[src/sv/dotf_pkg.sv]
// Shared types, constants and helpers for the DHCP option tag finder.
`default_nettype none

package dotf_pkg;

  localparam int unsigned MAX_REGION_BYTES_DEF = 312;
  localparam int unsigned OFFSET_W = 9;
  localparam int unsigned LEN_W = 8;
  localparam int unsigned TAG_W = 8;
  localparam int unsigned REGION_W = 2;
  localparam int unsigned COOKIE_CNT_W = 3;

  localparam logic [TAG_W-1:0] TAG_PAD = 8'd0;
  localparam logic [TAG_W-1:0] TAG_OVERLOAD = 8'd52;
  localparam logic [TAG_W-1:0] TAG_END = 8'd255;

  localparam logic [REGION_W-1:0] RGN_COOKIE = 2'd0;
  localparam logic [REGION_W-1:0] RGN_OPTIONS = 2'd1;
  localparam logic [REGION_W-1:0] RGN_FILE = 2'd2;
  localparam logic [REGION_W-1:0] RGN_SNAME = 2'd3;

  localparam logic [COOKIE_CNT_W-1:0] COOKIE_LEN = 3'd4;
  localparam logic [OFFSET_W-1:0] OFFSET_MAX = '1;

  typedef enum logic [1:0] {
    PH_TAG   = 2'd0,
    PH_LEN   = 2'd1,
    PH_FIRST = 2'd2,
    PH_DATA  = 2'd3
  } phase_t;

  typedef struct packed {
    logic [7:0]          data_byte;
    logic [REGION_W-1:0] region;
    logic                last_of_message;
  } in_item_t;

  typedef struct packed {
    logic                found;
    logic [REGION_W-1:0] found_region;
    logic [OFFSET_W-1:0] data_offset;
    logic [LEN_W-1:0]    data_length;
  } out_item_t;

  // Expected magic cookie byte at a given position.
  function automatic logic [7:0] cookie_byte(input logic [1:0] idx);
    logic [7:0] b;
    case (idx)
      2'd0:    b = 8'h63;
      2'd1:    b = 8'h82;
      2'd2:    b = 8'h53;
      default: b = 8'h63;
    endcase
    return b;
  endfunction

endpackage

`default_nettype wire

[src/sv/dotf_parser.sv]
// Option TLV walker: per-message parse state and the result of one message.
`default_nettype none

module dotf_parser #(
  parameter int unsigned MAX_REGION_BYTES = dotf_pkg::MAX_REGION_BYTES_DEF
) (
  input  wire logic                clk,
  input  wire logic                rst_n,
  input  wire logic                step,
  input  wire dotf_pkg::in_item_t  item,
  input  wire logic [7:0]          search_tag,
  output dotf_pkg::out_item_t      result
);

  localparam logic [dotf_pkg::OFFSET_W-1:0] MAX_OFF =
    dotf_pkg::OFFSET_W'(MAX_REGION_BYTES);

  dotf_pkg::phase_t phase_r, phase_nxt;
  logic [dotf_pkg::OFFSET_W-1:0]     offset_r, offset_nxt;
  logic [dotf_pkg::REGION_W-1:0]     cur_region_r, cur_region_nxt;
  logic [7:0]                        skip_r, skip_nxt;
  logic                              ended_r, ended_nxt;
  logic [dotf_pkg::COOKIE_CNT_W-1:0] cookie_cnt_r, cookie_cnt_nxt;
  logic                              cookie_ok_r, cookie_ok_nxt;
  logic [7:0]                        tag_r, tag_nxt;
  logic [1:0]                        ovl_r, ovl_nxt;
  logic                              mvalid_r, mvalid_nxt;
  logic                              pend_r, pend_nxt;
  logic [dotf_pkg::REGION_W-1:0]     mregion_r, mregion_nxt;
  logic [dotf_pkg::OFFSET_W-1:0]     moff_r, moff_nxt;
  logic [7:0]                        mlen_r, mlen_nxt;

  always_comb begin
    logic [7:0]                    b;
    logic [dotf_pkg::REGION_W-1:0] r;
    logic [dotf_pkg::OFFSET_W-1:0] off;
    logic [7:0]                    skip_dec;
    logic                          enabled;
    logic                          hit;

    b = item.data_byte;
    r = item.region;

    phase_nxt      = phase_r;
    offset_nxt     = offset_r;
    cur_region_nxt = cur_region_r;
    skip_nxt       = skip_r;
    ended_nxt      = ended_r;
    cookie_cnt_nxt = cookie_cnt_r;
    cookie_ok_nxt  = cookie_ok_r;
    tag_nxt        = tag_r;
    ovl_nxt        = ovl_r;
    mvalid_nxt     = mvalid_r;
    pend_nxt       = pend_r;
    mregion_nxt    = mregion_r;
    moff_nxt       = moff_r;
    mlen_nxt       = mlen_r;

    // A new region restarts the walk at offset zero.
    if (r != cur_region_r) begin
      cur_region_nxt = r;
      offset_nxt     = '0;
      phase_nxt      = dotf_pkg::PH_TAG;
      skip_nxt       = '0;
      ended_nxt      = 1'b0;
      pend_nxt       = 1'b0;
    end

    off      = offset_nxt;
    skip_dec = skip_nxt - 8'd1;
    hit      = !mvalid_nxt && (tag_nxt == search_tag);
    enabled  = (r == dotf_pkg::RGN_OPTIONS) ||
               (r == dotf_pkg::RGN_FILE && ovl_nxt[0]) ||
               (r == dotf_pkg::RGN_SNAME && ovl_nxt[1]);

    if (r == dotf_pkg::RGN_COOKIE) begin
      if (cookie_cnt_nxt < dotf_pkg::COOKIE_LEN) begin
        if (b != dotf_pkg::cookie_byte(cookie_cnt_nxt[1:0])) cookie_ok_nxt = 1'b0;
        cookie_cnt_nxt = cookie_cnt_nxt + 3'd1;
      end else begin
        cookie_ok_nxt = 1'b0;
      end
    end else begin
      if (off >= MAX_OFF) begin
        ended_nxt = 1'b1;
        pend_nxt  = 1'b0;
      end
      if (enabled && !ended_nxt) begin
        case (phase_nxt)
          dotf_pkg::PH_TAG: begin
            if (b == dotf_pkg::TAG_END) begin
              ended_nxt = 1'b1;
            end else if (b == dotf_pkg::TAG_PAD) begin
              if (!mvalid_nxt && search_tag == dotf_pkg::TAG_PAD) begin
                mvalid_nxt  = 1'b1;
                mregion_nxt = r;
                moff_nxt    = off + 9'd1;
                mlen_nxt    = '0;
              end
            end else begin
              tag_nxt   = b;
              phase_nxt = dotf_pkg::PH_LEN;
            end
          end
          dotf_pkg::PH_LEN: begin
            if (b == 8'd0) begin
              if (hit) begin
                mvalid_nxt  = 1'b1;
                mregion_nxt = r;
                moff_nxt    = off + 9'd1;
                mlen_nxt    = '0;
              end
              phase_nxt = dotf_pkg::PH_TAG;
            end else begin
              // Hold the candidate until its data is complete.
              if (hit) begin
                pend_nxt = 1'b1;
                moff_nxt = off + 9'd1;
                mlen_nxt = b;
              end
              skip_nxt  = b;
              phase_nxt = dotf_pkg::PH_FIRST;
            end
          end
          default: begin
            if (phase_nxt == dotf_pkg::PH_FIRST && tag_nxt == dotf_pkg::TAG_OVERLOAD &&
                r == dotf_pkg::RGN_OPTIONS)
              ovl_nxt = ovl_nxt | b[1:0];
            skip_nxt = skip_dec;
            if (skip_dec == 8'd0) begin
              if (pend_nxt) begin
                mvalid_nxt  = 1'b1;
                mregion_nxt = r;
                pend_nxt    = 1'b0;
              end
              phase_nxt = dotf_pkg::PH_TAG;
            end else begin
              phase_nxt = dotf_pkg::PH_DATA;
            end
          end
        endcase
      end
    end

    if (offset_nxt != dotf_pkg::OFFSET_MAX) offset_nxt = offset_nxt + 9'd1;

    if (mvalid_nxt && cookie_ok_nxt && cookie_cnt_nxt == dotf_pkg::COOKIE_LEN) begin
      result.found        = 1'b1;
      result.found_region = mregion_nxt - 2'd1;
      result.data_offset  = moff_nxt;
      result.data_length  = mlen_nxt;
    end else begin
      result = '0;
    end
  end

  always_ff @(posedge clk) begin
    if (!rst_n || (step && item.last_of_message)) begin
      phase_r      <= dotf_pkg::PH_TAG;
      offset_r     <= '0;
      cur_region_r <= '0;
      skip_r       <= '0;
      ended_r      <= 1'b0;
      cookie_cnt_r <= '0;
      cookie_ok_r  <= 1'b1;
      tag_r        <= '0;
      ovl_r        <= '0;
      mvalid_r     <= 1'b0;
      pend_r       <= 1'b0;
      mregion_r    <= '0;
      moff_r       <= '0;
      mlen_r       <= '0;
    end else if (step) begin
      phase_r      <= phase_nxt;
      offset_r     <= offset_nxt;
      cur_region_r <= cur_region_nxt;
      skip_r       <= skip_nxt;
      ended_r      <= ended_nxt;
      cookie_cnt_r <= cookie_cnt_nxt;
      cookie_ok_r  <= cookie_ok_nxt;
      tag_r        <= tag_nxt;
      ovl_r        <= ovl_nxt;
      mvalid_r     <= mvalid_nxt;
      pend_r       <= pend_nxt;
      mregion_r    <= mregion_nxt;
      moff_r       <= moff_nxt;
      mlen_r       <= mlen_nxt;
    end
  end

endmodule

`default_nettype wire

[src/sv/dhcp_option_tag_finder.sv]
// Top level: DHCP option tag search over a byte stream, one result per message.
// Timing: a byte is registered in the input stage on transfer and parsed from there; the
//   result of a message is loaded into the output register when its last byte is parsed,
//   which waits while that register is full and stalled; out_valid shows the register.
// Throughput: one byte per cycle; the single parse stage stalls only when a last byte
//   finds the output register still full and stalled.
// Reset (rst_n low, synchronous): parse state cleared, search_tag set to 0, no output.
`default_nettype none

module dhcp_option_tag_finder #(
  parameter int unsigned MAX_REGION_BYTES = dotf_pkg::MAX_REGION_BYTES_DEF
) (
  input  wire logic                clk,
  input  wire logic                rst_n,
  input  wire logic                in_valid,
  output logic                     in_stall,
  input  wire dotf_pkg::in_item_t  in_data,
  output logic                     out_valid,
  input  wire logic                out_stall,
  output dotf_pkg::out_item_t      out_data,
  input  wire logic                cfg_we,
  input  wire logic [7:0]          cfg_wdata
);

  logic [7:0]          search_tag_r;
  logic                s1_valid_r;
  dotf_pkg::in_item_t  s1_item_r;
  logic                out_valid_r;
  dotf_pkg::out_item_t out_item_r;
  dotf_pkg::out_item_t result;
  logic                s1_adv;
  logic                emit;
  logic                in_take;

  // A last byte needs room in the output register; other bytes always advance.
  assign s1_adv   = !s1_item_r.last_of_message || !out_valid_r || !out_stall;
  assign emit     = s1_valid_r && s1_adv && s1_item_r.last_of_message;
  assign in_stall = s1_valid_r && !s1_adv;
  assign in_take  = in_valid && !in_stall;

  dotf_parser #(
    .MAX_REGION_BYTES(MAX_REGION_BYTES)
  ) u_parser (
    .clk        (clk),
    .rst_n      (rst_n),
    .step       (s1_valid_r && s1_adv),
    .item       (s1_item_r),
    .search_tag (search_tag_r),
    .result     (result)
  );

  always_ff @(posedge clk) begin
    if (!rst_n) begin
      search_tag_r <= '0;
    end else if (cfg_we) begin
      search_tag_r <= cfg_wdata;
    end
  end

  always_ff @(posedge clk) begin
    if (!rst_n) begin
      s1_valid_r <= 1'b0;
    end else if (!in_stall) begin
      s1_valid_r <= in_valid;
    end
  end

  always_ff @(posedge clk) begin
    if (in_take) s1_item_r <= in_data;
  end

  always_ff @(posedge clk) begin
    if (!rst_n) begin
      out_valid_r <= 1'b0;
    end else if (emit) begin
      out_valid_r <= 1'b1;
    end else if (!out_stall) begin
      // Drop the result once its transfer completes.
      out_valid_r <= 1'b0;
    end
  end

  always_ff @(posedge clk) begin
    if (emit) out_item_r <= result;
  end

  assign out_valid = out_valid_r;
  assign out_data  = out_item_r;

endmodule

`default_nettype wire

[config.mk]
export PLATFORM = sky130hd
export DESIGN_NAME = dhcp_option_tag_finder
export DESIGN_NICKNAME = d
export VERILOG_FILES = /design/src/sv/dotf_pkg.sv /design/src/sv/dotf_parser.sv /design/src/sv/dhcp_option_tag_finder.sv
export SDC_FILE = /design/constraint.sdc
export NUM_CORES = 1
export LEC_CHECK = 0
export CORE_ASPECT_RATIO = 2
export CORE_MARGIN = 5
export CORE_UTILIZATION = 60
export DETAILED_ROUTE_END_ITERATION = 16
export DONT_BUFFER_PORTS = 1
export PLACE_DENSITY_LB_ADDON = 0.2
export SLEW_MARGIN = 20
export SYNTH_ARGS = -nofsm -noshare
export SYNTH_HDL_FRONTEND = slang
export SYNTH_SLANG_ARGS = --single-unit
export TNS_END_PERCENT = 50
[constraint.sdc]
create_clock -name clk -period 7.2 [get_ports clk]
set_input_delay 1.08 -clock clk [delete_from_list [all_inputs] [get_ports clk]]
set_output_delay 1.08 -clock clk [all_outputs]
set_load 0.1 [all_outputs]
==> results.cfg <==
[run_status]
run_status = finished clean

[min_path]
holdPathStages = 2
timing.hold.worst.start = u_parser.moff_r[3]$_SDFFE_PP0P_
hp-class = flop to flop
holdPathEnd = u_parser.moff_r[3]$_SDFFE_PP0P_

[worst_setup_path]
worst_ep_arrival_time_ns = 3.86
reg2reg_to = u_parser.offset_r[4]$_SDFFE_PP0P_
crit_path_cell_trace = xor2_2 -> nor2_1 -> buf_4 -> nand2_1 -> inv_1 -> ha_1 -> nand3_1 -> inv_1 -> nand4_1 -> or3_1 -> inv_1 -> ha_1 -> nor2_1 -> nand2_1 -> nor3_1 -> a21oi_1 -> nor2_1
crit_cells = 17
largest_delay_share_family_worst_path = simple AND/OR/NAND/NOR gates
worstSetupStartpointType = flop
regToRegSetupSlack_ns = 3.55
worst-endpoint-required_ns = 7.41
worst_r2r_path_depth = 17
crit_path_max_incr_delay_ns = 0.59
path_max_fanout = 21
slowest_stage = sky130_fd_sc_hd__edfxtp_1
critical_path.reg2reg.startpoint = s1_item_r[2]$_DFFE_PP_
critical_path.endpoint_type = flop
wp_buf_inv = 4
critical_path_class = flop to flop

[detailed_routing]
wl_met2_um = 7088
dr_wl_met3_um = 689
detail_route.iter0.violations = 318
routed_wl_um = 13130
avgRoutedWirePerCell_um = 19.75
detail_route.vias_per_cell = 6.468
routed-via-count = 4301
met1Wirelength_um = 4694
drt-pass1-iter-count = 6
highest_layer = met4
ant_nets = 0
drc_markers = 0

[final_layout]
num_antenna_cells = 0
flow.area_growth_from_synthesis_pct = 6.077
instances_no_fill = 665
finalNetCount = 595
stdcell_area_um2 = 5373
mostFrequentLayoutCell = sky130_fd_sc_hd__nand2_1
layout_cell_share_with_drive_strength_beyond_1 = 0.07584
most-common-layout-cells = sky130_fd_sc_hd__nand2_1, sky130_fd_sc_hd__nor2_1, sky130_fd_sc_hd__dfxtp_1

[placed_design]
detailedPlacementHpwl_um = 9281
placed_cells = 649
place_area_um2 = 5066
count_of_port_buffers_added_during_placement = 0
globalplace.congestion = 0.9487

[cts]
cts_inserted_buffers = 9
clock_network_latency_to_the_later_pin_of_the_worst_skew_pair_ns = 0.34
post_cts_resize_count = 0
cts_hold_buf = 0
cts_tree = yes
cts_max_level = 3
post_cts.repair.setup_buffers = 0
clk_root_buffer_cell = sky130_fd_sc_hd__clkbuf_16
cts.sink_count = 98
ctsLongestPathBuffers = 2
clk_pin_slew_ns = 0.07

[global_route]
overflow = 0
first_global_vias = 4262
grt_pass1_wl_um = 20840
pin_count_of_the_biggest_net_entering_global_routing = 57
grt_util_all_layers = 0.2585
grt_antenna_before_repair = 0

[die]
die_area_um2 = 10490
initial_utilization = 0.6108
io_pins = 46
die_h_um = 139.9
row_count = 47
die_w_um = 74.97
core_area_um2 = 8292

[timing]
max-slew-margin-rel = 0.2573
final.hold.worst_slack_ns = 0.4682
hold_viol = 0
drv_slew = 0
maxClockFrequency_mhz = 273.9
finClkSkew_ns = 0.006803
min_period_over_period = 0.5071
timing.setup.tns_ns = 0
final-setup-viol-count = 0
min_period_ns = 3.651
rsz_0062_raised_after_global_routing = false
worst-slew-pin-transition_ns = 1.113

[synthesis]
postSynth.topFlopCell = sky130_fd_sc_hd__dfxtp_1
synth.top_cell.area_share = 0.2648
synth.yosys.seq_area_share = 0.4486
syn_nets = 613
cell_count_after_synthesis = 580
register_bit_count_reported_by_yosys = 98
synth.top_cells.by_area = sky130_fd_sc_hd__dfxtp_1, sky130_fd_sc_hd__edfxtp_1, sky130_fd_sc_hd__nand2_1
mappedNetlistArea_um2 = 5065
synth_largest_area_cell = sky130_fd_sc_hd__dfxtp_1
synth_warnings = 0
yosysUniqueCellTypes = 64
count_of_flip_flops_with_a_built_in_enable_after_synthesis = 31
mean_instance_size_in_the_synthesized_netlist_um2 = 8.733
synthArstFlopShare = 0

[flow_run]
timing.max_cap.violations = 0

[power]
pd_cells_nw_per_um2 = 224.0
p_leak_nw = 1.797
irDropWorstVdd_mv = 0.1671
power.total_mw = 1.203
==> state kept, by name, summed over array words and instances, names as in the netlist <==
name and flops:
u_parser.moff_r 9, u_parser.cookie_ok_r 1, search_tag_r 8, u_parser.mregion_r 2, u_parser.offset_r 9, u_parser.mlen_r 8, u_parser.skip_r 8, u_parser.ovl_r 2
out_valid 1, out_data 20, u_parser.ended_r 1, u_parser.cookie_cnt_r 3, u_parser.phase_r 2, u_parser.pend_r 1, u_parser.tag_r 8, u_parser.cur_region_r 2
s1_item_r 11, u_parser.mvalid_r 1, s1_valid_r 1
==> worst min-delay path, delay by kind of cell (launching register included) <==
family           cells  cell delay (ns)
AO/OA/AOI/OAI        1             0.05
AND/OR/NAND/NOR      1             0.05
flip-flops           1             0.32
==> cells by family (layout without fill, tap and decap cells) <==
logic type	count (synthesis)	in the layout	share of synthesized area
simple gates	238	238	0.2307
compound gates	146	146	0.1801
flops	98	98	0.4486
buf+inv	50	37	0.04447
xor+xnor	25	25	0.04619
mux	14	14	0.02767
fa+ha+maj	9	9	0.02223
==> cells in the mapped netlist, drive strengths merged (15+ instances only) <==
cell type	number
xnor2	17
nand2	76
a21oi	47
o21ai	38
inv	15
dfxtp	67
buf	18
nor2	73
clkbuf	17
nor3	19
nand3	20
edfxtp	31
a22oi	21
==> area by class of cell <==
class | count | area (um^2)
multi-input cells | 432 | 2570
fillers | 691 | 2919
repair buffers | 6 | 45.04
inverters | 15 | 56.30
well taps | 98 | 122.6
flip-flops and latches | 98 | 2272
clock inverters | 7 | 81.33
clock buffers | 9 | 225.2
==> per-stage QoR <==
| step | utilization | setup slack (ns) |
|---|---|---|
| 6_report | 0.6480 | 3.549 |
| 5_1_grt | 0.6480 | 3.235 |
| 4_1_cts | 0.6480 | 3.582 |
| 3_5_place_dp | 0.6110 | 3.634 |
| 3_3_place_gp | 0.6110 | 3.661 |
| 2_1_floorplan | - | 3.566 |
==> per-layer routing <==
| metal | up-vias | track usage |
|---|---|---|
| met4 | 0 | 0.1473 |
| met5 | - | 0 |
| met3 | 43 | 0.05165 |
| li1 | 2035 | - |
| met1 | 2051 | 0.2714 |
| met2 | 172 | 0.4554 |
==> worst max-delay path by stage <==
stage	start	to	slack, ns
2_1_floorplan	out_stall	in_stall	3.57
3_3_place_gp	s1_item_r[2]$_DFFE_PP_	u_parser.offset_r[4]$_SDFFE_PP0P_	3.66
3_5_place_dp	s1_item_r[2]$_DFFE_PP_	u_parser.offset_r[7]$_SDFFE_PP0P_	3.63
4_1_cts	s1_item_r[2]$_DFFE_PP_	u_parser.offset_r[7]$_SDFFE_PP0P_	3.58
5_1_grt	s1_item_r[2]$_DFFE_PP_	u_parser.offset_r[6]$_SDFFE_PP0P_	3.24
6_report	s1_item_r[2]$_DFFE_PP_	u_parser.offset_r[4]$_SDFFE_PP0P_	3.55
==> where the power goes <==
part / switching (mW) / internal (mW)
combinational: 0.0596 / 0.0287
sequential: 0.0372 / 0.583
clock: 0.219 / 0.276
total: 0.316 / 0.888
Note: power is estimated with default switching activity, not from simulation.
